[src/rtl/core/ppi_pkg.sv]
// Package for the polar path interpolator: item and state types, fixed-point constants
// and the CORDIC arctangent table.
// It has no dependencies. Every module of the block imports it.
package ppi_pkg;

    localparam int TDATA_IN_W  = 56;
    localparam int TDATA_OUT_W = 48;
    localparam int CFG_W       = 10;
    localparam int POS_W       = 21;
    localparam int RHOC_W      = 17;

    localparam logic [20:0]        ONE_Q20     = 21'h100000;
    localparam logic [16:0]        RHO_MAX     = 17'h10000;
    localparam logic [31:0]        PHASE_K     = 32'd683565276;
    localparam logic [31:0]        RAD_K       = 32'd1686629713;
    localparam logic signed [33:0] CORDIC_GAIN = 34'sd652032874;
    localparam logic [63:0]        RND20       = 64'd524288;
    localparam logic [63:0]        RND30       = 64'd536870912;
    localparam logic [POS_W-1:0]   POS_MAX     = {POS_W{1'b1}};

    typedef enum logic {
        KIND_WAYPOINT = 1'b0,
        KIND_STEP     = 1'b1
    } ppi_kind_t;

    typedef struct packed {
        ppi_kind_t          kind;
        logic signed [31:0] theta;
        logic [RHOC_W-1:0]  rho;
    } ppi_item_t;

    typedef enum logic [4:0] {
        ST_IDLE,
        ST_WAYPT,
        ST_PROD,
        ST_DIVR_SET,
        ST_DIVR,
        ST_DIVA_SET,
        ST_DIVA,
        ST_FIX,
        ST_MOV_A,
        ST_MOV_R,
        ST_MOV_FIN,
        ST_PH1,
        ST_PH2,
        ST_PH3,
        ST_CR_INIT,
        ST_CR,
        ST_ROT,
        ST_OUT_X,
        ST_OUT_Y,
        ST_OUT_W,
        ST_SEND
    } ppi_state_t;

    function automatic logic [31:0] atan_q30(input logic [4:0] idx);
        logic [31:0] val;
        case (idx)
            5'd0:    val = 32'd843314857;
            5'd1:    val = 32'd497837829;
            5'd2:    val = 32'd263043837;
            5'd3:    val = 32'd133525159;
            5'd4:    val = 32'd67021687;
            5'd5:    val = 32'd33543516;
            5'd6:    val = 32'd16775851;
            5'd7:    val = 32'd8388437;
            5'd8:    val = 32'd4194283;
            5'd9:    val = 32'd2097149;
            5'd31:   val = 32'd0;
            default: val = 32'd1 << (5'd30 - idx);
        endcase
        return val;
    endfunction

endpackage

[src/rtl/core/ppi_front.sv]
// Front end of the polar path interpolator: accepts input words, classifies them
// and clamps rho, then holds them in a four-entry queue for the back end. Uses ppi_pkg.
module ppi_front
    import ppi_pkg::*;
(
    input  logic                  clk,
    input  logic                  rst_n,
    input  logic                  s_axis_tvalid,
    output logic                  s_axis_tready,
    input  logic [TDATA_IN_W-1:0] s_axis_tdata,  // theta[31:0], rho[49:32], zero fill
    input  logic                  s_axis_tuser,  // mode
    input  logic                  pop,
    output ppi_item_t             head,
    output logic                  head_valid
);

    localparam int QD = 4;
    localparam int PW = $clog2(QD);

    ppi_item_t         mem [QD];
    logic [PW-1:0]     rd_ptr_reg, rd_ptr_next;
    logic [PW-1:0]     wr_ptr_reg, wr_ptr_next;
    logic [PW:0]       count_reg, count_next;
    logic              push;
    logic signed [17:0] rho_in;
    ppi_item_t         item_in;

    assign s_axis_tready = (count_reg != (PW+1)'(QD));
    assign push          = s_axis_tvalid && s_axis_tready;
    assign head_valid    = (count_reg != '0);
    assign head          = mem[rd_ptr_reg];

    always_comb
    begin
        rho_in        = signed'(s_axis_tdata[49:32]);
        item_in.kind  = s_axis_tuser ? KIND_STEP : KIND_WAYPOINT;
        item_in.theta = signed'(s_axis_tdata[31:0]);
        if (rho_in < 0)
        begin
            item_in.rho = '0;
        end
        else if (rho_in > signed'({1'b0, RHO_MAX}))
        begin
            item_in.rho = RHO_MAX;
        end
        else
        begin
            item_in.rho = rho_in[RHOC_W-1:0];
        end

        rd_ptr_next = rd_ptr_reg + PW'(pop);
        wr_ptr_next = wr_ptr_reg + PW'(push);
        count_next  = count_reg + (PW+1)'(push) - (PW+1)'(pop);
    end

    always_ff @(posedge clk)
    begin
        if (push)
        begin
            mem[wr_ptr_reg] <= item_in;
        end
    end

    always_ff @(posedge clk or negedge rst_n)
    begin
        if (!rst_n)
        begin
            rd_ptr_reg <= '0;
            wr_ptr_reg <= '0;
            count_reg  <= '0;
        end
        else
        begin
            rd_ptr_reg <= rd_ptr_next;
            wr_ptr_reg <= wr_ptr_next;
            count_reg  <= count_next;
        end
    end

endmodule

[config.mk]
export PLATFORM = sky130hd
export DESIGN_NAME = ppi_front
export DESIGN_NICKNAME = d
export VERILOG_FILES = /design/src/rtl/core/ppi_pkg.sv /design/src/rtl/core/ppi_front.sv
export SDC_FILE = /design/constraint.sdc
export NUM_CORES = 1
export LEC_CHECK = 0
export BUFFER_PORTS_ARGS = -buffer_cell sky130_fd_sc_hd__buf_4
export CAP_MARGIN = 20
export CORE_AREA = 2 2 135 137
export CTS_CLUSTER_SIZE = 8
export DETAILED_ROUTE_END_ITERATION = 16
export DIE_AREA = 0 0 137 139
export GPL_TIMING_DRIVEN = 0
export PLACE_DENSITY = 0.69
export SETUP_SLACK_MARGIN = 0.15
export SLEW_MARGIN = 10
export SYNTH_ARGS = -nofsm -noshare
export SYNTH_HDL_FRONTEND = slang
export SYNTH_SLANG_ARGS = --single-unit
[constraint.sdc]
create_clock -name clk -period 14.5 [get_ports clk]
set_clock_uncertainty 0.05 [all_clocks]
set_input_delay 2.9 -clock clk [delete_from_list [all_inputs] [get_ports clk]]
set_output_delay 2.9 -clock clk [all_outputs]
set_load 0.005 [all_outputs]
# After elaboration in Yosys (flattened, before gate mapping)
# Memory sizes are Yosys's and may differ from the RTL's.
# Index checks and enable logic that the tools add are counted.
[word_totals] output_inout_bits=52 word_cells=18 n_memories=1 regBits=7 input_bits=61 ramBits=200
[classes] add_sub_neg=4 n_reduce_logical=2 order_cmp=2 n_mux=5 eq_ne=1
[memory_table] memory="mem" depth=4 width=50 read_ports=1 rd_clocked_by_memory_dff=0 wr=1 line="ppi_front.sv:20" text="ppi_item_t mem [QD];"
[ops] op="17-bit two-way mux" n=2
[ops] op="18-bit > comparator (second input constant)" n=1
[ops] op="18-bit by 1-bit < comparator with 1-bit output (second input constant)" n=1
[ops] op="2-bit by 1-bit adder with 2-bit output" n=2
[ops] op="3-bit by 1-bit adder with 3-bit output" n=1
[ops] op="1-bit two-way mux" n=3
[ops] op="3-bit inequality test (second input constant)" n=1
[ops] op="3-bit nonzero test" n=1
[ops] op="3-bit by 1-bit subtractor with 3-bit output" n=1
[ops] op="1-bit logical AND" n=1

# Depth between registers and ports, before layout
[depth] ltp_word=4 depth_mapped=8 mapped_depth_nobuf=8

# Worst setup path after synthesis
# No wires, ideal clock.
[synth_timing] path_kind="input port to flip-flop" from="input port s_axis_tvalid" to="memory mem[1][0] (netlist bit) (enable)" t_arrival_ps=6711 setup_slack_ps=7209 cell_stages=2 n_path_buf=0 required_time_ps=13920 setup_time_ps=530 cell_sequence="nand2_1 nor3b_1"
[synth_between] elab_chain_cells=3
[synth_lines] element="start, declared" line="ppi_front.sv:8" text="input logic s_axis_tvalid,"
[synth_lines] element="1-bit logical AND" line="ppi_front.sv:29" text="assign push = s_axis_tvalid && s_axis_tready;"
[synth_lines] element="1-bit two-way mux" line="ppi_front.sv:58" text="if (push)"
[synth_lines] element="1-bit two-way mux (implied by the code)" line="ppi_front.sv:60" text="mem[wr_ptr_reg] <= item_in;"
[synth_lines] element="end, declared" line="ppi_front.sv:20"
# No other way between the ends.

==> impl_metrics.tcl <==
set metrics [dict create \
    status "complete, no violations" \
    comb_power_share_pct 29.3 \
    gp_congestion 0.699 \
    tns_ns 0 \
    largest_reg_flops 200 \
    io_buffer_count 105 \
    drt_pre_antenna_iters 4 \
    grt_overflow 0 \
    cts_root_buf "clkbuf_16" \
    synth_area_leader_cell "edfxtp_1" \
    boundaryPins 113 \
    synth-seq-area-share_pct 79.5 \
    ys_seq_elements 207 \
    syn_area_um2 7780 \
    timing.fmax_mhz 196 \
    hpwl_um 9670 \
    detailroute.via_count 3698 \
    core_area_um2 17700 \
    post_cts_resized 0 \
    ys.flop_type "edfxtp_1" \
    antenna_left 0 \
    finalMaxSlewViolations 0 \
    power.leakage_nw 3.42 \
    p_seq_share_pct 41.6 \
    p_per_area_nw_per_um2 202 \
    final.min_clock_period_ns 5.12 \
    ys_warn_count 0 \
    p_switching_uw 514 \
    cap_violations 0 \
    syn-num-nets 381 \
    path_max_fanout 10 \
    path_delay_family "buffers and inverters" \
    relSlewSlack_pct 39.8 \
    path_class "reg2out" \
    ctsHoldBuffers 0 \
    cp_slowest_cell "mux4_2" \
    slowest_delay_ns 0.58 \
    insertion_delay_ns 0.51 \
    arrival_ns 2.17 \
    syn_avg_cell_area_um2 24.7 \
    peakVddDrop_mv 0.110 \
    synthMostInstantiatedCell "edfxtp_1" \
    wire_per_inst_um 20.6 \
    synth_compound_area_share_pct 0.209 \
    area_growth_pct 26.2 \
    synthDistinctLibCells 24 \
    clock_sinks 207 \
    synth_top_area_share_pct 77.2 \
    rows 49 \
    fin_crit_sh_pct 35.3 \
    track_usage_pct 15.7 \
    grt_max_degree 51 \
    cts_made_buffers 29 \
    setup_viol 0 \
    die_w_um 137 \
    hp-class "reg2reg" \
    yosys-mux-area-fraction_pct 14.5 \
    holdWs_ns 0.472 \
    final_nets 534 \
    synthXorXnorAreaFrac_pct 0.451 \
    cts_buffer_depth 3 \
    rsz0062_at_grt "false" \
    ctsHtreeMaxLevel 1 \
    clk_pin_slew_ns 0.05 \
    crit_buf_inv 3 \
    wl_um 14600 \
    initial_core_util_pct 44.0 \
    grt_pass1_vias 4056 \
    startpoint_type "flop" \
    synth_area_leaders "edfxtp_1 (77%), mux4_2 (14%), dfrtp_1 (2.3%), nor3b_2 (1.6%), nor3b_1 (0.77%)" \
    antenna_found_initial 0 \
    drt-initial-drc-count 195 \
    worst_pin_slew_ns 0.898 \
    async_reset_ff_share_pct 3.38 \
    p_sw_share_pct 26.0 \
    synth_top_family_by_area "multiplexers" \
    clkPwrFrac_pct 29.1 \
    die_y_um 139 \
    end_kind "output port" \
    grt_pass1_wl_um 22400 \
    synth-edff-count 200 \
    drc 0 \
    tritoncts "done" \
    vias_per_cell 5.23 \
    synth_commonest_cells "edfxtp_1 (200), mux4_2 (50), nor3b_2 (10)" \
    syn_inst 315 \
    yosys.area_share.adder_pct 0.901 \
    required_ns 11.55 \
    synth-simple-area-share_pct 3.22 \
    crit_top_cell "buf_2" \
    post-cts-setup-buffers 0 \
    diodes 0 \
    path_cells "buf_2 -> buf_2 -> mux4_2 -> buf_4" \
    internal-power_mw 1.47 \
    drive_above_1_share_pct 47.3 \
    final_hold_viol_count 0 \
    dieArea_um2 19000 \
]
-- area by class of cell --
class	instances	area, um^2
Tap cell	229	287
Buffer	15	78.8
Inverter	5	18.8
Multi-Input combinational cell	88	1520
Timing Repair Buffer	122	957
Sequential cell	207	6180
Clock buffer	41	771
Fill cell	1366	7850
-- layer usage --
layer	vias up	part of all wire [%]	GRT usage, %
met4	0	2.2	4.72
li1	1638	-	-
met2	133	51	26.5
met1	1899	40	20.4
met3	28	7.3	3.33
met5	-	0	0
-- cells in the final DEF, fill, tap and decap left out --
master,instances
nand2_1,1
buf_8,1
ha_1,4
or3b_1,1
buf_1,1
clkbuf_1,17
nor4_1,3
buf_6,10
nor3b_2,12
clkbuf_16,29
a41oi_2,1
mux4_2,50
nor3b_1,6
xor2_1,2
buf_4,114
xnor2_1,2
inv_1,5
buf_2,6
edfxtp_1,200
and3_4,1
nor4_2,1
nor2_1,1
nor3_2,1
or3_1,1
dfrtp_1,7
fa_1,1
-- stage by stage --
step / worst slack, ns / instance area (um^2) / instances / util, % / total power, mW
floorplan: 7.21 / 7780 / 315 / - / 1.15
global placement: 4.05 / 8850 / 649 / 50.1 / 1.41
detailed placement: 9.53 / 9040 / 666 / 51.2 / 1.43
CTS: 9.31 / 9810 / 707 / 55.6 / 2.02
global route: 9.23 / 9810 / 707 / 55.6 / 2.08
finish: 9.38 / 9810 / 707 / 55.6 / 1.98
-- path summary, 6_finish.rpt --
path                          startpoint             to  slack [ns]  depth (start not counted)
max                        rd_ptr_reg[0]       head[21]        9.38                          4
min                        rd_ptr_reg[0]  rd_ptr_reg[0]        0.47                          1
max reg2reg                 count_reg[2]     mem[1][31]       11.95                          6
min reg2reg                rd_ptr_reg[0]  rd_ptr_reg[0]        0.47                          1
max in group asynchronous          rst_n  wr_ptr_reg[1]       12.14                          1
min in group asynchronous          rst_n  rd_ptr_reg[1]        2.14                          1
-- logic make-up after synthesis --
logic type,count (synthesis)
AOI/OAI and AO/OA,1
xor gates and xnor gates,4
muxes,50
and+or+nand+nor,28
buffers and inverters,20
DFF,207
adders and majority gates,5
-- power by group through the flow --
stage / combinational [mW] / clock [mW] / sequential (mW)
floorplan: 0.315 / 0 / 0.833
global placement: 0.562 / 0 / 0.848
detailed placement: 0.597 / 0 / 0.835
CTS: 0.600 / 0.591 / 0.825
global route: 0.634 / 0.614 / 0.833
finish: 0.581 / 0.576 / 0.823
No activity file was read; power rests on OpenSTA's default activity.
