[src/rtl/core/ppi_pkg.sv]
// Package for the polar path interpolator: item and state types, fixed-point constants
// and the CORDIC arctangent table.
// It has no dependencies. Every module of the block imports it.
package ppi_pkg;

    localparam int TDATA_IN_W  = 56;
    localparam int TDATA_OUT_W = 48;
    localparam int CFG_W       = 10;
    localparam int POS_W       = 21;
    localparam int RHOC_W      = 17;

    localparam logic [20:0]        ONE_Q20     = 21'h100000;
    localparam logic [16:0]        RHO_MAX     = 17'h10000;
    localparam logic [31:0]        PHASE_K     = 32'd683565276;
    localparam logic [31:0]        RAD_K       = 32'd1686629713;
    localparam logic signed [33:0] CORDIC_GAIN = 34'sd652032874;
    localparam logic [63:0]        RND20       = 64'd524288;
    localparam logic [63:0]        RND30       = 64'd536870912;
    localparam logic [POS_W-1:0]   POS_MAX     = {POS_W{1'b1}};

    typedef enum logic {
        KIND_WAYPOINT = 1'b0,
        KIND_STEP     = 1'b1
    } ppi_kind_t;

    typedef struct packed {
        ppi_kind_t          kind;
        logic signed [31:0] theta;
        logic [RHOC_W-1:0]  rho;
    } ppi_item_t;

    typedef enum logic [4:0] {
        ST_IDLE,
        ST_WAYPT,
        ST_PROD,
        ST_DIVR_SET,
        ST_DIVR,
        ST_DIVA_SET,
        ST_DIVA,
        ST_FIX,
        ST_MOV_A,
        ST_MOV_R,
        ST_MOV_FIN,
        ST_PH1,
        ST_PH2,
        ST_PH3,
        ST_CR_INIT,
        ST_CR,
        ST_ROT,
        ST_OUT_X,
        ST_OUT_Y,
        ST_OUT_W,
        ST_SEND
    } ppi_state_t;

    function automatic logic [31:0] atan_q30(input logic [4:0] idx);
        logic [31:0] val;
        case (idx)
            5'd0:    val = 32'd843314857;
            5'd1:    val = 32'd497837829;
            5'd2:    val = 32'd263043837;
            5'd3:    val = 32'd133525159;
            5'd4:    val = 32'd67021687;
            5'd5:    val = 32'd33543516;
            5'd6:    val = 32'd16775851;
            5'd7:    val = 32'd8388437;
            5'd8:    val = 32'd4194283;
            5'd9:    val = 32'd2097149;
            5'd31:   val = 32'd0;
            default: val = 32'd1 << (5'd30 - idx);
        endcase
        return val;
    endfunction

endpackage

[src/rtl/core/ppi_back.sv]
// Back end of the polar path interpolator: sequencer with one shared multiplier,
// a restoring divider and an iterative CORDIC rotation. Uses ppi_pkg.
module ppi_back
    import ppi_pkg::*;
#(
    parameter int CORDIC_STEPS = 20,
    parameter int RADIUS_BITS  = 10
)
(
    input  logic                   clk,
    input  logic                   rst_n,
    input  logic [RADIUS_BITS-1:0] radius,
    input  ppi_item_t              head,
    input  logic                   head_valid,
    output logic                   pop,
    output logic                   m_axis_tvalid,
    input  logic                   m_axis_tready,
    output logic [TDATA_OUT_W-1:0] m_axis_tdata,  // x_pos[20:0], y_pos[41:21], zero fill
    output logic                   m_axis_tlast   // segment_last
);

    localparam int RW = RADIUS_BITS + 10;
    localparam int DW = RW + 33;
    localparam int CW = $clog2(CORDIC_STEPS + 1);

    ppi_state_t          state_reg, state_next;
    logic signed [31:0]  theta_reg, theta_next;
    logic signed [31:0]  cur_angle_reg, cur_angle_next;
    logic [RW-1:0]       cur_radius_reg, cur_radius_next;
    logic signed [32:0]  dangle_reg, dangle_next;
    logic signed [RW:0]  dradius_reg, dradius_next;
    logic [20:0]         progress_reg, progress_next;
    logic                have_pos_reg, have_pos_next;
    logic                seg_open_reg, seg_open_next;
    logic [63:0]         prod_reg, prod_next;
    logic [DW-1:0]       p_reg, p_next;
    logic [DW-1:0]       rem_reg, rem_next;
    logic [DW-1:0]       den_reg, den_next;
    logic [19:0]         quo_reg, quo_next;
    logic [4:0]          dcnt_reg, dcnt_next;
    logic [20:0]         f_reg, f_next;
    logic                last_reg, last_next;
    logic [31:0]         phase_reg, phase_next;
    logic signed [33:0]  cx_reg, cx_next;
    logic signed [33:0]  cy_reg, cy_next;
    logic signed [33:0]  cz_reg, cz_next;
    logic [CW-1:0]       ccnt_reg, ccnt_next;
    logic signed [33:0]  cos_reg, cos_next;
    logic signed [33:0]  sin_reg, sin_next;
    logic [POS_W-1:0]    xo_reg, xo_next;
    logic [POS_W-1:0]    yo_reg, yo_next;
    logic                out_valid_reg, out_valid_next;
    logic [POS_W-1:0]    out_x_reg, out_x_next;
    logic [POS_W-1:0]    out_y_reg, out_y_next;
    logic                out_last_reg, out_last_next;

    logic [31:0]         op_a;
    logic [31:0]         op_b;
    logic [31:0]         da_abs;
    logic [RW-1:0]       dr_abs;
    logic [32:0]         dangle_mag;
    logic [RW:0]         dradius_mag;
    logic [DW-1:0]       rem2;
    logic                div_ge;
    logic [DW-1:0]       rem_step;
    logic [19:0]         quo_step;
    logic [20:0]         f_min;
    logic [20:0]         f_nz;
    logic [21:0]         prog_sum;
    logic [32:0]         amag;
    logic [RW:0]         rmag;
    logic signed [RW+1:0] rsum;
    logic [21:0]         prog_new;
    logic [RW-1:0]       r_wp;
    logic signed [33:0]  shx;
    logic signed [33:0]  shy;
    logic signed [33:0]  at_ext;
    logic [33:0]         cos_mag;
    logic [33:0]         sin_mag;

    function automatic logic [POS_W-1:0] place(input logic neg, input logic [63:0] p,
                                               input logic [RADIUS_BITS-1:0] rad);
        logic signed [39:0] base;
        logic signed [39:0] mag;
        logic signed [39:0] sum;
        logic [POS_W-1:0]   res;
        base = signed'(40'({rad, 10'b0}));
        mag  = signed'(40'((p + RND30) >> 30));
        sum  = neg ? (base - mag) : (base + mag);
        if (sum < 0)
        begin
            res = '0;
        end
        else if (sum > signed'(40'(POS_MAX)))
        begin
            res = POS_MAX;
        end
        else
        begin
            res = sum[POS_W-1:0];
        end
        return res;
    endfunction

    assign dangle_mag  = dangle_reg[32] ? 33'(-dangle_reg) : 33'(dangle_reg);
    assign dradius_mag = dradius_reg[RW] ? (RW+1)'(-dradius_reg) : (RW+1)'(dradius_reg);
    assign da_abs      = dangle_mag[31:0];
    assign dr_abs      = dradius_mag[RW-1:0];
    assign cos_mag     = cos_reg[33] ? 34'(-cos_reg) : 34'(cos_reg);
    assign sin_mag     = sin_reg[33] ? 34'(-sin_reg) : 34'(sin_reg);

    assign m_axis_tvalid = out_valid_reg;
    assign m_axis_tdata  = {{(TDATA_OUT_W - 2*POS_W){1'b0}}, out_y_reg, out_x_reg};
    assign m_axis_tlast  = out_last_reg;

    always_comb
    begin
        case (state_reg)
            ST_IDLE:
            begin
                op_a = 32'(head.rho);
                op_b = 32'(radius);
            end
            ST_PROD:
            begin
                op_a = da_abs;
                op_b = 32'(cur_radius_reg);
            end
            ST_MOV_A:
            begin
                op_a = da_abs;
                op_b = 32'(f_reg);
            end
            ST_MOV_R:
            begin
                op_a = 32'(dr_abs);
                op_b = 32'(f_reg);
            end
            ST_PH1:
            begin
                op_a = cur_angle_reg;
                op_b = PHASE_K;
            end
            ST_PH3:
            begin
                op_a = {2'b0, phase_reg[29:0]};
                op_b = RAD_K;
            end
            ST_OUT_X:
            begin
                op_a = cos_mag[31:0];
                op_b = 32'(cur_radius_reg);
            end
            ST_OUT_Y:
            begin
                op_a = sin_mag[31:0];
                op_b = 32'(cur_radius_reg);
            end
            default:
            begin
                op_a = '0;
                op_b = '0;
            end
        endcase
        prod_next = op_a * op_b;
    end

    always_comb
    begin
        state_next      = state_reg;
        theta_next      = theta_reg;
        cur_angle_next  = cur_angle_reg;
        cur_radius_next = cur_radius_reg;
        dangle_next     = dangle_reg;
        dradius_next    = dradius_reg;
        progress_next   = progress_reg;
        have_pos_next   = have_pos_reg;
        seg_open_next   = seg_open_reg;
        p_next          = p_reg;
        rem_next        = rem_reg;
        den_next        = den_reg;
        quo_next        = quo_reg;
        dcnt_next       = dcnt_reg;
        f_next          = f_reg;
        last_next       = last_reg;
        phase_next      = phase_reg;
        cx_next         = cx_reg;
        cy_next         = cy_reg;
        cz_next         = cz_reg;
        ccnt_next       = ccnt_reg;
        cos_next        = cos_reg;
        sin_next        = sin_reg;
        xo_next         = xo_reg;
        yo_next         = yo_reg;
        out_valid_next  = out_valid_reg && !m_axis_tready;
        out_x_next      = out_x_reg;
        out_y_next      = out_y_reg;
        out_last_next   = out_last_reg;
        pop             = 1'b0;

        rem2     = {rem_reg[DW-2:0], 1'b0};
        div_ge   = (rem2 >= den_reg);
        rem_step = div_ge ? (rem2 - den_reg) : rem2;
        quo_step = {quo_reg[18:0], div_ge};
        f_min    = ({1'b0, quo_step} < f_reg) ? {1'b0, quo_step} : f_reg;
        f_nz     = (f_reg == '0) ? 21'd1 : f_reg;
        prog_sum = {1'b0, progress_reg} + {1'b0, f_nz};
        amag     = 33'((prod_reg + RND20) >> 20);
        rmag     = (RW+1)'((prod_reg + RND20) >> 20);
        rsum     = dradius_reg[RW] ? (signed'({2'b0, cur_radius_reg}) - signed'({1'b0, rmag}))
                                   : (signed'({2'b0, cur_radius_reg}) + signed'({1'b0, rmag}));
        prog_new = {1'b0, progress_reg} + {1'b0, f_reg};
        r_wp     = prod_reg[RW+5:6];
        shx      = cy_reg >>> ccnt_reg;
        shy      = cx_reg >>> ccnt_reg;
        at_ext   = signed'({2'b0, atan_q30(5'(ccnt_reg))});

        case (state_reg)
            ST_IDLE:
            begin
                if (head_valid)
                begin
                    pop        = 1'b1;
                    theta_next = head.theta;
                    if (head.kind == KIND_WAYPOINT)
                    begin
                        state_next = ST_WAYPT;
                    end
                    else if (seg_open_reg)
                    begin
                        state_next = ST_PROD;
                    end
                end
            end
            ST_WAYPT:
            begin
                if (!have_pos_reg)
                begin
                    cur_angle_next  = theta_reg;
                    cur_radius_next = r_wp;
                    have_pos_next   = 1'b1;
                end
                else
                begin
                    dangle_next   = {theta_reg[31], theta_reg} - {cur_angle_reg[31], cur_angle_reg};
                    dradius_next  = signed'({1'b0, r_wp}) - signed'({1'b0, cur_radius_reg});
                    progress_next = '0;
                    seg_open_next = 1'b1;
                end
                state_next = ST_IDLE;
            end
            ST_PROD:
            begin
                state_next = ST_DIVR_SET;
            end
            ST_DIVR_SET:
            begin
                p_next = prod_reg[DW-1:0];
                f_next = ONE_Q20;
                if (dr_abs > RW'(1024))
                begin
                    rem_next   = DW'(1) << 10;
                    den_next   = DW'(dr_abs);
                    quo_next   = '0;
                    dcnt_next  = '0;
                    state_next = ST_DIVR;
                end
                else
                begin
                    state_next = ST_DIVA_SET;
                end
            end
            ST_DIVR, ST_DIVA:
            begin
                rem_next  = rem_step;
                quo_next  = quo_step;
                dcnt_next = dcnt_reg + 5'd1;
                if (dcnt_reg == 5'd19)
                begin
                    f_next     = f_min;
                    state_next = (state_reg == ST_DIVR) ? ST_DIVA_SET : ST_FIX;
                end
            end
            ST_DIVA_SET:
            begin
                if (p_reg > (DW'(1) << 30))
                begin
                    rem_next   = DW'(1) << 30;
                    den_next   = p_reg;
                    quo_next   = '0;
                    dcnt_next  = '0;
                    state_next = ST_DIVA;
                end
                else
                begin
                    state_next = ST_FIX;
                end
            end
            ST_FIX:
            begin
                if (prog_sum > {1'b0, ONE_Q20})
                begin
                    f_next = ONE_Q20 - progress_reg;
                end
                else
                begin
                    f_next = f_nz;
                end
                state_next = ST_MOV_A;
            end
            ST_MOV_A:
            begin
                state_next = ST_MOV_R;
            end
            ST_MOV_R:
            begin
                cur_angle_next = dangle_reg[32] ? (cur_angle_reg - signed'(amag[31:0]))
                                                : (cur_angle_reg + signed'(amag[31:0]));
                state_next     = ST_MOV_FIN;
            end
            ST_MOV_FIN:
            begin
                if (rsum < 0)
                begin
                    cur_radius_next = '0;
                end
                else if (rsum[RW])
                begin
                    cur_radius_next = {RW{1'b1}};
                end
                else
                begin
                    cur_radius_next = rsum[RW-1:0];
                end
                progress_next = prog_new[20:0];
                last_next     = (prog_new >= {1'b0, ONE_Q20});
                if (prog_new >= {1'b0, ONE_Q20})
                begin
                    seg_open_next = 1'b0;
                end
                state_next = ST_PH1;
            end
            ST_PH1:
            begin
                state_next = ST_PH2;
            end
            ST_PH2:
            begin
                phase_next = cur_angle_reg[31] ? (prod_reg[51:20] - (PHASE_K << 12))
                                               : prod_reg[51:20];
                state_next = ST_PH3;
            end
            ST_PH3:
            begin
                state_next = ST_CR_INIT;
            end
            ST_CR_INIT:
            begin
                cz_next    = signed'({3'b0, prod_reg[60:30]});
                cx_next    = CORDIC_GAIN;
                cy_next    = '0;
                ccnt_next  = '0;
                state_next = ST_CR;
            end
            ST_CR:
            begin
                if (!cz_reg[33])
                begin
                    cx_next = cx_reg - shx;
                    cy_next = cy_reg + shy;
                    cz_next = cz_reg - at_ext;
                end
                else
                begin
                    cx_next = cx_reg + shx;
                    cy_next = cy_reg - shy;
                    cz_next = cz_reg + at_ext;
                end
                ccnt_next = ccnt_reg + CW'(1);
                if (ccnt_reg == CW'(CORDIC_STEPS - 1))
                begin
                    state_next = ST_ROT;
                end
            end
            ST_ROT:
            begin
                case (phase_reg[31:30])
                    2'd0:
                    begin
                        cos_next = cx_reg;
                        sin_next = cy_reg;
                    end
                    2'd1:
                    begin
                        cos_next = -cy_reg;
                        sin_next = cx_reg;
                    end
                    2'd2:
                    begin
                        cos_next = -cx_reg;
                        sin_next = -cy_reg;
                    end
                    default:
                    begin
                        cos_next = cy_reg;
                        sin_next = -cx_reg;
                    end
                endcase
                state_next = ST_OUT_X;
            end
            ST_OUT_X:
            begin
                state_next = ST_OUT_Y;
            end
            ST_OUT_Y:
            begin
                xo_next    = place(cos_reg[33], prod_reg, radius);
                state_next = ST_OUT_W;
            end
            ST_OUT_W:
            begin
                yo_next    = place(sin_reg[33], prod_reg, radius);
                state_next = ST_SEND;
            end
            ST_SEND:
            begin
                if (!out_valid_reg || m_axis_tready)
                begin
                    out_valid_next = 1'b1;
                    out_x_next     = xo_reg;
                    out_y_next     = yo_reg;
                    out_last_next  = last_reg;
                    state_next     = ST_IDLE;
                end
            end
            default:
            begin
                state_next = ST_IDLE;
            end
        endcase
    end

    always_ff @(posedge clk)
    begin
        theta_reg <= theta_next;
        prod_reg  <= prod_next;
        p_reg     <= p_next;
        rem_reg   <= rem_next;
        den_reg   <= den_next;
        quo_reg   <= quo_next;
        dcnt_reg  <= dcnt_next;
        f_reg     <= f_next;
        last_reg  <= last_next;
        phase_reg <= phase_next;
        cx_reg    <= cx_next;
        cy_reg    <= cy_next;
        cz_reg    <= cz_next;
        ccnt_reg  <= ccnt_next;
        cos_reg   <= cos_next;
        sin_reg   <= sin_next;
        xo_reg    <= xo_next;
        yo_reg    <= yo_next;
        out_x_reg <= out_x_next;
        out_y_reg <= out_y_next;
        out_last_reg <= out_last_next;
    end

    always_ff @(posedge clk or negedge rst_n)
    begin
        if (!rst_n)
        begin
            state_reg      <= ST_IDLE;
            cur_angle_reg  <= '0;
            cur_radius_reg <= '0;
            dangle_reg     <= '0;
            dradius_reg    <= '0;
            progress_reg   <= '0;
            have_pos_reg   <= 1'b0;
            seg_open_reg   <= 1'b0;
            out_valid_reg  <= 1'b0;
        end
        else
        begin
            state_reg      <= state_next;
            cur_angle_reg  <= cur_angle_next;
            cur_radius_reg <= cur_radius_next;
            dangle_reg     <= dangle_next;
            dradius_reg    <= dradius_next;
            progress_reg   <= progress_next;
            have_pos_reg   <= have_pos_next;
            seg_open_reg   <= seg_open_next;
            out_valid_reg  <= out_valid_next;
        end
    end

    a_seg_has_pos: assert property (@(posedge clk) disable iff (!rst_n)
        seg_open_reg |-> have_pos_reg)
        else $error("segment open without a start position");

    a_progress_bound: assert property (@(posedge clk) disable iff (!rst_n)
        progress_reg <= ONE_Q20)
        else $error("progress passed one");

    a_factor_ok: assert property (@(posedge clk) disable iff (!rst_n)
        (state_reg == ST_MOV_A) |->
            (f_reg != '0) && (({1'b0, progress_reg} + {1'b0, f_reg}) <= {1'b0, ONE_Q20}))
        else $error("step factor is zero or overshoots the segment");

    a_send_loads: assert property (@(posedge clk) disable iff (!rst_n)
        (state_reg == ST_SEND) && (!out_valid_reg || m_axis_tready) |=> out_valid_reg)
        else $error("finished step did not reach the output register");

endmodule

[config.mk]
export PLATFORM = sky130hd
export DESIGN_NAME = ppi_back
export DESIGN_NICKNAME = d
export VERILOG_FILES = /design/src/rtl/core/ppi_pkg.sv /design/src/rtl/core/ppi_back.sv
export SDC_FILE = /design/constraint.sdc
export NUM_CORES = 2
export LEC_CHECK = 0
export BUFFER_PORTS_ARGS = -buffer_cell sky130_fd_sc_hd__buf_2
export CAP_MARGIN = 10
export CORE_ASPECT_RATIO = 1.2
export CORE_UTILIZATION = 45
export DETAILED_ROUTE_END_ITERATION = 8
export SLEW_MARGIN = 10
export SYNTH_ARGS = -nofsm -noshare
export SYNTH_HDL_FRONTEND = slang
export SYNTH_SLANG_ARGS = --single-unit
[constraint.sdc]
create_clock -name clk -period 12.4 [get_ports clk]
set_input_delay 2.48 -clock clk [delete_from_list [all_inputs] [get_ports clk]]
set_output_delay 2.48 -clock clk [all_outputs]
set_load 0.1 [all_outputs]
Word-level counts from Yosys, hierarchy flattened
Cells that the tools add are included.

operators by class
  $add $sub $neg = 30
  $mul = 1
  div/mod/pow operators = 0
  order comparisons = 11
  equal/unequal tests = 45
  shifts and indexed selects = 3
  multiplexer cells = 66
  bitwise logic cells = 0
  reductions and logical operators = 29

operator list
  operator                                                         number
  case mux 32 bit (11 select lines)                                1
  case mux 32 bit (7 select lines)                                 1
  case mux 34 bit (2 select lines)                                 3
  case mux 34 bit (3 select lines)                                 2
  two-way mux 32 bit                                               6
  two-way mux 52 bit                                               3
  case mux 52 bit (3 select lines)                                 1
  case mux 31 bit (5 select lines)                                 1
  two-way mux 21 bit                                               7
  two-way mux 53 bit                                               2
  case mux 53 bit (2 select lines)                                 1
  two-way mux 34 bit                                               3
  negator 32 bit                                                   3
  case mux 5 bit (19 select lines)                                 1
  greater-than comparator 40 x 22 -> 1 bit, second input constant  2
  less-than comparator 40 x 1 -> 1 bit, second input constant      2
  two-way mux 20 bit                                               4
  two-way mux 40 bit                                               2
  adder 34 bit                                                     2
  negator 34 bit                                                   2
  >>> shifter 34 x 5 -> 34 bit                                     2
  subtractor 34 bit                                                2
  adder 64 x 30 -> 64 bit, second input constant                   1
  multiplier 32 x 32 -> 64 bit                                     1
  other kinds (61)                                                 130

storage, ports and cells
  bits in registers = 727
  latch bits = 0
  memory bits (writable) = 0
  memory bits (read-only) = 0
  output and inout port bits = 51
  memories = 0

Logic depth before layout (Yosys ltp)
  word-level depth = 6
  gate-level depth with buffers = 41
  depth with buffers taken out = 40

Worst setup path after synthesis
No wires, ideal clock.

  path type = input port to flip-flop
  start point = input head[4] (netlist name)
  end point = register prod_reg[48]
  library setup time = 0.072 ns
  arrival time = 10.508 ns
  data required time = 12.328 ns
  setup slack = 1.820 ns
  stages = 28
  path buffers = 1
  cell sequence = a2111oi_0 clkbuf_1 nor2_1 fa_1 fa_1 fa_1 inv_1 fa_1 inv_1 fa_1 inv_1 fa_1 inv_1 fa_1 inv_1 fa_1 inv_1 ha_1 nand3_1 o311ai_0 nand3_1 o21bai_1 o21ai_0 or2_2 a21oi_1 o221ai_1 o21ai_0 xor2_1

between the ends
  cells in the longest elaborated chain, start to end = 2

ends and longest elaborated chain
  what                              line             RTL
  start: declaration                ppi_back.sv:13   input ppi_item_t head,
  case mux 32 bit (7 select lines)  ppi_back.sv:118  case (state_reg)
  multiplier 32 x 32 -> 64 bit      ppi_back.sv:165  prod_next = op_a * op_b;
  named net prod_next[48]           ppi_back.sv:35   logic [63:0] prod_reg, prod_next;
  end signal: assignment            ppi_back.sv:446  prod_reg <= prod_next;
  end: declaration                  ppi_back.sv:35

The timed path passes the listed nets, and every way through them passes these cells.
A chain may end at the register's enable or synchronous reset.

Final worst setup path
  start point = register dangle_reg[2]
  end point = register prod_reg[57]

between the ends
  cells in the longest elaborated chain, start to end = 4

ends and longest elaborated chain
  what                                  line             RTL
  start: declaration                    ppi_back.sv:30   logic signed [32:0] dangle_reg, dangle_next;
  start signal: assignment              ppi_back.sv:487  dangle_reg <= dangle_next;
  negator 32 bit                        ppi_back.sv:105  assign dangle_mag = dangle_reg[32] ? 33'(-dangle_reg) : 33'(dangle_reg);
  two-way mux 32 bit (*)                ppi_back.sv:105
  case mux 32 bit (7 select lines) (*)  ppi_back.sv:118
  multiplier 32 x 32 -> 64 bit (*)      ppi_back.sv:165
  named net prod_next[57]               ppi_back.sv:35

The timed path passes the listed nets; every way through them passes the cells marked *.

==> qor.log <==
[finish] fraction of layout cells with a size suffix above 1 0.08259
[worst_setup_path] maximum net fanout on the critical path 18
[logic_synthesis] number of enable flip-flop cells after synthesis 526
[routing] WL final 330300 microns
[pwr] Psw 4.140 mW
[worst_setup_path] worst reg2reg startpoint dangle_reg[2]
[floorplan] Total Die Area 197700 sq um
[finish] final non-filler cell total 12481
[pwr] portion of total power attributed to combinational logic 0.410
[floorplan] DIE HEIGHT 486.9 microns
[routing] total via count after detailed routing 75308
[clocking] CTS resizes 0
[outcome] run status finished with violations
[sta] RSZ-0062 raised after global routing no
[routing] drt initial violations 7214
[sta] final worst-path cycle share 0.9426
[logic_synthesis] fraction of the yosys area taken by sequential cells 0.2320
[worst_setup_path] crit start category register
[worst_setup_path] Critical Path Source dangle_reg[2]
[worst_setup_path] CP Capture Type register
[pwr] total leakage power 42.32 nW
[worst_setup_path] CP Class register to register
[logic_synthesis] adder and majority cell fraction of the synthesized area 0.2704
[placed_design] Placement Setup Slack 0.7281 ns
[global_routing] number of global-route vias before repair 75124
[floorplan] number of top-level design ports 115
[pwr] clock network power share 0.275
[logic_synthesis] Primary FF master, synth sky130_fd_sc_hd__edfxtp_1
[worst_setup_path] capture instance of the worst register-to-register path prod_reg[57]
[clocking] clk slew on worst S/H paths 0.06 ns
[logic_synthesis] top cell type by total area after synthesis sky130_fd_sc_hd__edfxtp_1
[sta] Setup violations, final 0
[clocking] number of clock sinks 725
[worst_setup_path] signal arrival time at the worst endpoint 12.35 ns
[logic_synthesis] #FFs+latches synth 725
[global_routing] GRT Residual Overflow 0
[logic_synthesis] number of warnings issued by yosys 0
[routing] vias per cell 6.034
[sta] crit path setup slack, layout 0.7117 ns
[job] max-capacitance violation count 1
[logic_synthesis] asr flop ratio synth 0.1862
[floorplan] starting utilization of the core area 0.4540
[global_routing] pin count of the biggest net entering global routing 105
[logic_synthesis] area share of the largest cell type after synthesis 0.1791
[routing] number of routed nets with antenna violations 0
[logic_synthesis] share of synthesized area spent on multiplexers 0.04980
[finish] flip-flop count of the largest register after layout 64
[global_routing] antenna violations before repair 22
[routing] Detailed Routing Iterations Pass 1 6
[logic_synthesis] Synth Area in Compound Gates 0.1415
[sta] Setup Total Neg Slack 0 ns
[clocking] clock tree from TritonCTS yes
[clocking] buffer levels on the longest clock path 3
[clocking] H-tree lvl count 3
[finish] Area growth, synth to finish 8.147%
[logic_synthesis] simple logic cell fraction of the synthesized area 0.1653
[floorplan] Site Rows 177
[pwr] Internal Power 6.349 mW
[global_routing] global-route wire length before repair 488200 microns
[sta] max frequency 0.08556 GHz
[sta] final max-slew violation count 0
[clocking] Skew-Pair Late Insertion Delay 0.78 ns
[routing] DRC 0
[worst_setup_path] Crit-path slowest cell sky130_fd_sc_hd__fa_1
[clocking] count of buffers added by post-CTS timing repair for setup 0
[logic_synthesis] Unique masters post-synth 109
[worst_setup_path] required time of the worst setup path 13.06 ns
[placed_design] count of buffers inserted at the top-level ports 108
[logic_synthesis] post-synth design cell area 88180 sq um
[sta] worst clock skew 0.07583 ns
[sta] Slew headroom 0.02538
[clocking] TritonCTS Buffers 86
[routing] routed wire length per instance 26.46 microns
[placed_design] total instance count after detailed placement 12300
[worst_setup_path] delay contributed by the slowest stage of the critical path 0.61 ns
[outcome] violated checks max-capacitance violations
[sta] final-report hold violation count 0
[pwr] PD cells 110.0 nW/um^2
[clocking] hold-fix buffer count after cts 0
[logic_synthesis] dominant combinational cell family by area after synthesis adder cells
[worst_setup_path] worst reg-to-reg path cell count 38
[worst_setup_path] library cell appearing most often on the critical path sky130_fd_sc_hd__fa_1
[pwr] proportion of power drawn by flip-flops and latches 0.315
[finish] Final nets 11314
[placed_design] GPL Wtd Cong 1.038
[sta] min cycle time layout 11.69 ns
[pwr] Peak supply drop 0.0002509 V
[clocking] master cell of the clock root buffer sky130_fd_sc_hd__clkbuf_16
[pwr] switching portion of total power 0.3947
[floorplan] horizontal die dimension 406.1 microns
[logic_synthesis] xor and xnor area share after synthesis 0.06773
[sta] measured slew at the worst slew-check pin 1.425 ns
[placed_design] post-detailed-placement half-perimeter wirelength 263100 microns
[global_routing] Overall Global Routing Usage 0.3339
[logic_synthesis] leading cell types by total area after synthesis sky130_fd_sc_hd__edfxtp_1 18%, sky130_fd_sc_hd__fa_1 17%, sky130_fd_sc_hd__ha_1 10%, sky130_fd_sc_hd__inv_1 5.0%, sky130_fd_sc_hd__nor2_1 4.0%
[logic_synthesis] Post-Syn Area per Cell 8.938 sq um
[worst_hold_path] path category of the worst min-delay check register to register
[floorplan] area of the core 194200 sq um
[worst_setup_path] setup slack, reg-to-reg 0.71 ns
[worst_setup_path] capturing element of the worst setup path prod_reg[57]
[logic_synthesis] post-synthesis instance total 9866
[metal layers]
| layer | up-vias | global-route usage | share of wire |
|---|---|---|---|
| li1 | 33760 | - | - |
| met1 | 37374 | 0.3911 | 0.37 |
| met2 | 3213 | 0.5408 | 0.46 |
| met3 | 945 | 0.06748 | 0.082 |
| met4 | 16 | 0.2465 | 0.087 |
| met5 | - | 0 | 0.00029 |
[Yosys cell counts (all sizes together), types with 69 or more instances]
| cell | n |
|---|---|
| a21o | 158 |
| nor4 | 71 |
| and2 | 147 |
| fa | 750 |
| edfxtp | 526 |
| inv | 1181 |
| mux4 | 120 |
| buf | 126 |
| nand2b | 93 |
| nor3 | 221 |
| o31ai | 85 |
| nand3 | 157 |
| xor2 | 355 |
| a21oi | 547 |
| mux2i | 126 |
| nor2 | 954 |
| and3 | 90 |
| o21ai | 419 |
| nor2b | 84 |
| xnor2 | 326 |
| a31oi | 106 |
| or3 | 97 |
| nand2 | 922 |
| dfrtp | 135 |
| ha | 706 |
| clkbuf | 375 |
| a211oi | 85 |
| o21a | 69 |
[critical path: cells and delay by family, from the launching register on]
kind,cells,cell delay [ns]
DFF,1,0.41
adders and majority gates,9,4.53
and+or+nand+nor,10,3.23
buffers and inverters,6,0.66
AOI/OAI and AO/OA,11,2.42
xor gates and xnor gates,2,0.36
[final cells by class]
class,instances,area [sq um]
well taps,2595,3247
clock buffers,102,2316
diodes,18,45.04
multi-input cells,7468,61750
repair buffers,331,2238
flip-flops and latches,725,20460
clock inverters,60,874.6
inverters,1182,4437
fillers,18376,98860
[stage by stage]
step / utilization / cell area, sq um / power, mW / hold slack (ns)
global route: 0.4908 / 95330 / 11.05 / 0.3917
finish: 0.4910 / 95360 / 10.49 / 0.4037
detailed placement: 0.4743 / 92120 / 7.537 / 0.3937
floorplan: - / 88220 / 6.393 / 0.3855
CTS: 0.4907 / 95310 / 10.45 / 0.3891
global placement: 0.4743 / 92120 / 7.458 / 0.3910
[cells in the final DEF, fill, tap and decap left out, drive strengths merged, types with 326 or more instances in the layout]
cell type	count
xor2	355
nor2	954
xnor2	326
fa	750
nand2	922
a21oi	547
buf	330
edfxtp	526
inv	1189
ha	706
o21ai	419
[worst min path at each step]
stage	startpoint	to	slack, ns	cells after the start
after global placement	prod_reg[5]	p_reg[5]	0.39	0
after detailed placement	prod_reg[0]	p_reg[0]	0.39	0
after CTS	prod_reg[0]	p_reg[0]	0.39	0
after floorplan	prod_reg[0]	p_reg[0]	0.39	0
after global routing	prod_reg[0]	p_reg[0]	0.39	0
final	prod_reg[0]	p_reg[0]	0.40	0
[power groups by stage]
| stage | combinational [mW] | clock [mW] | sequential, mW |
|---|---|---|---|
| CTS | 4.25 | 2.92 | 3.28 |
| global placement | 4.15 | 0 | 3.31 |
| floorplan | 3.41 | 0 | 2.98 |
| finish | 4.30 | 2.89 | 3.30 |
| global route | 4.72 | 3.01 | 3.33 |
| detailed placement | 4.21 | 0 | 3.32 |
[cell families (layout without fill, tap and decap cells)]
| family | after synthesis | count (layout) |
|---|---|---|
| adders and majority gates | 1456 | 1456 |
| xor gates and xnor gates | 681 | 681 |
| AOI/OAI and AO/OA | 1939 | 1939 |
| buffers and inverters | 1683 | 1675 |
| and+or+nand+nor | 3097 | 3097 |
| other | 1 | 29 |
| muxes | 284 | 284 |
| DFF | 725 | 725 |
Note: power is estimated with default switching activity, not from simulation.
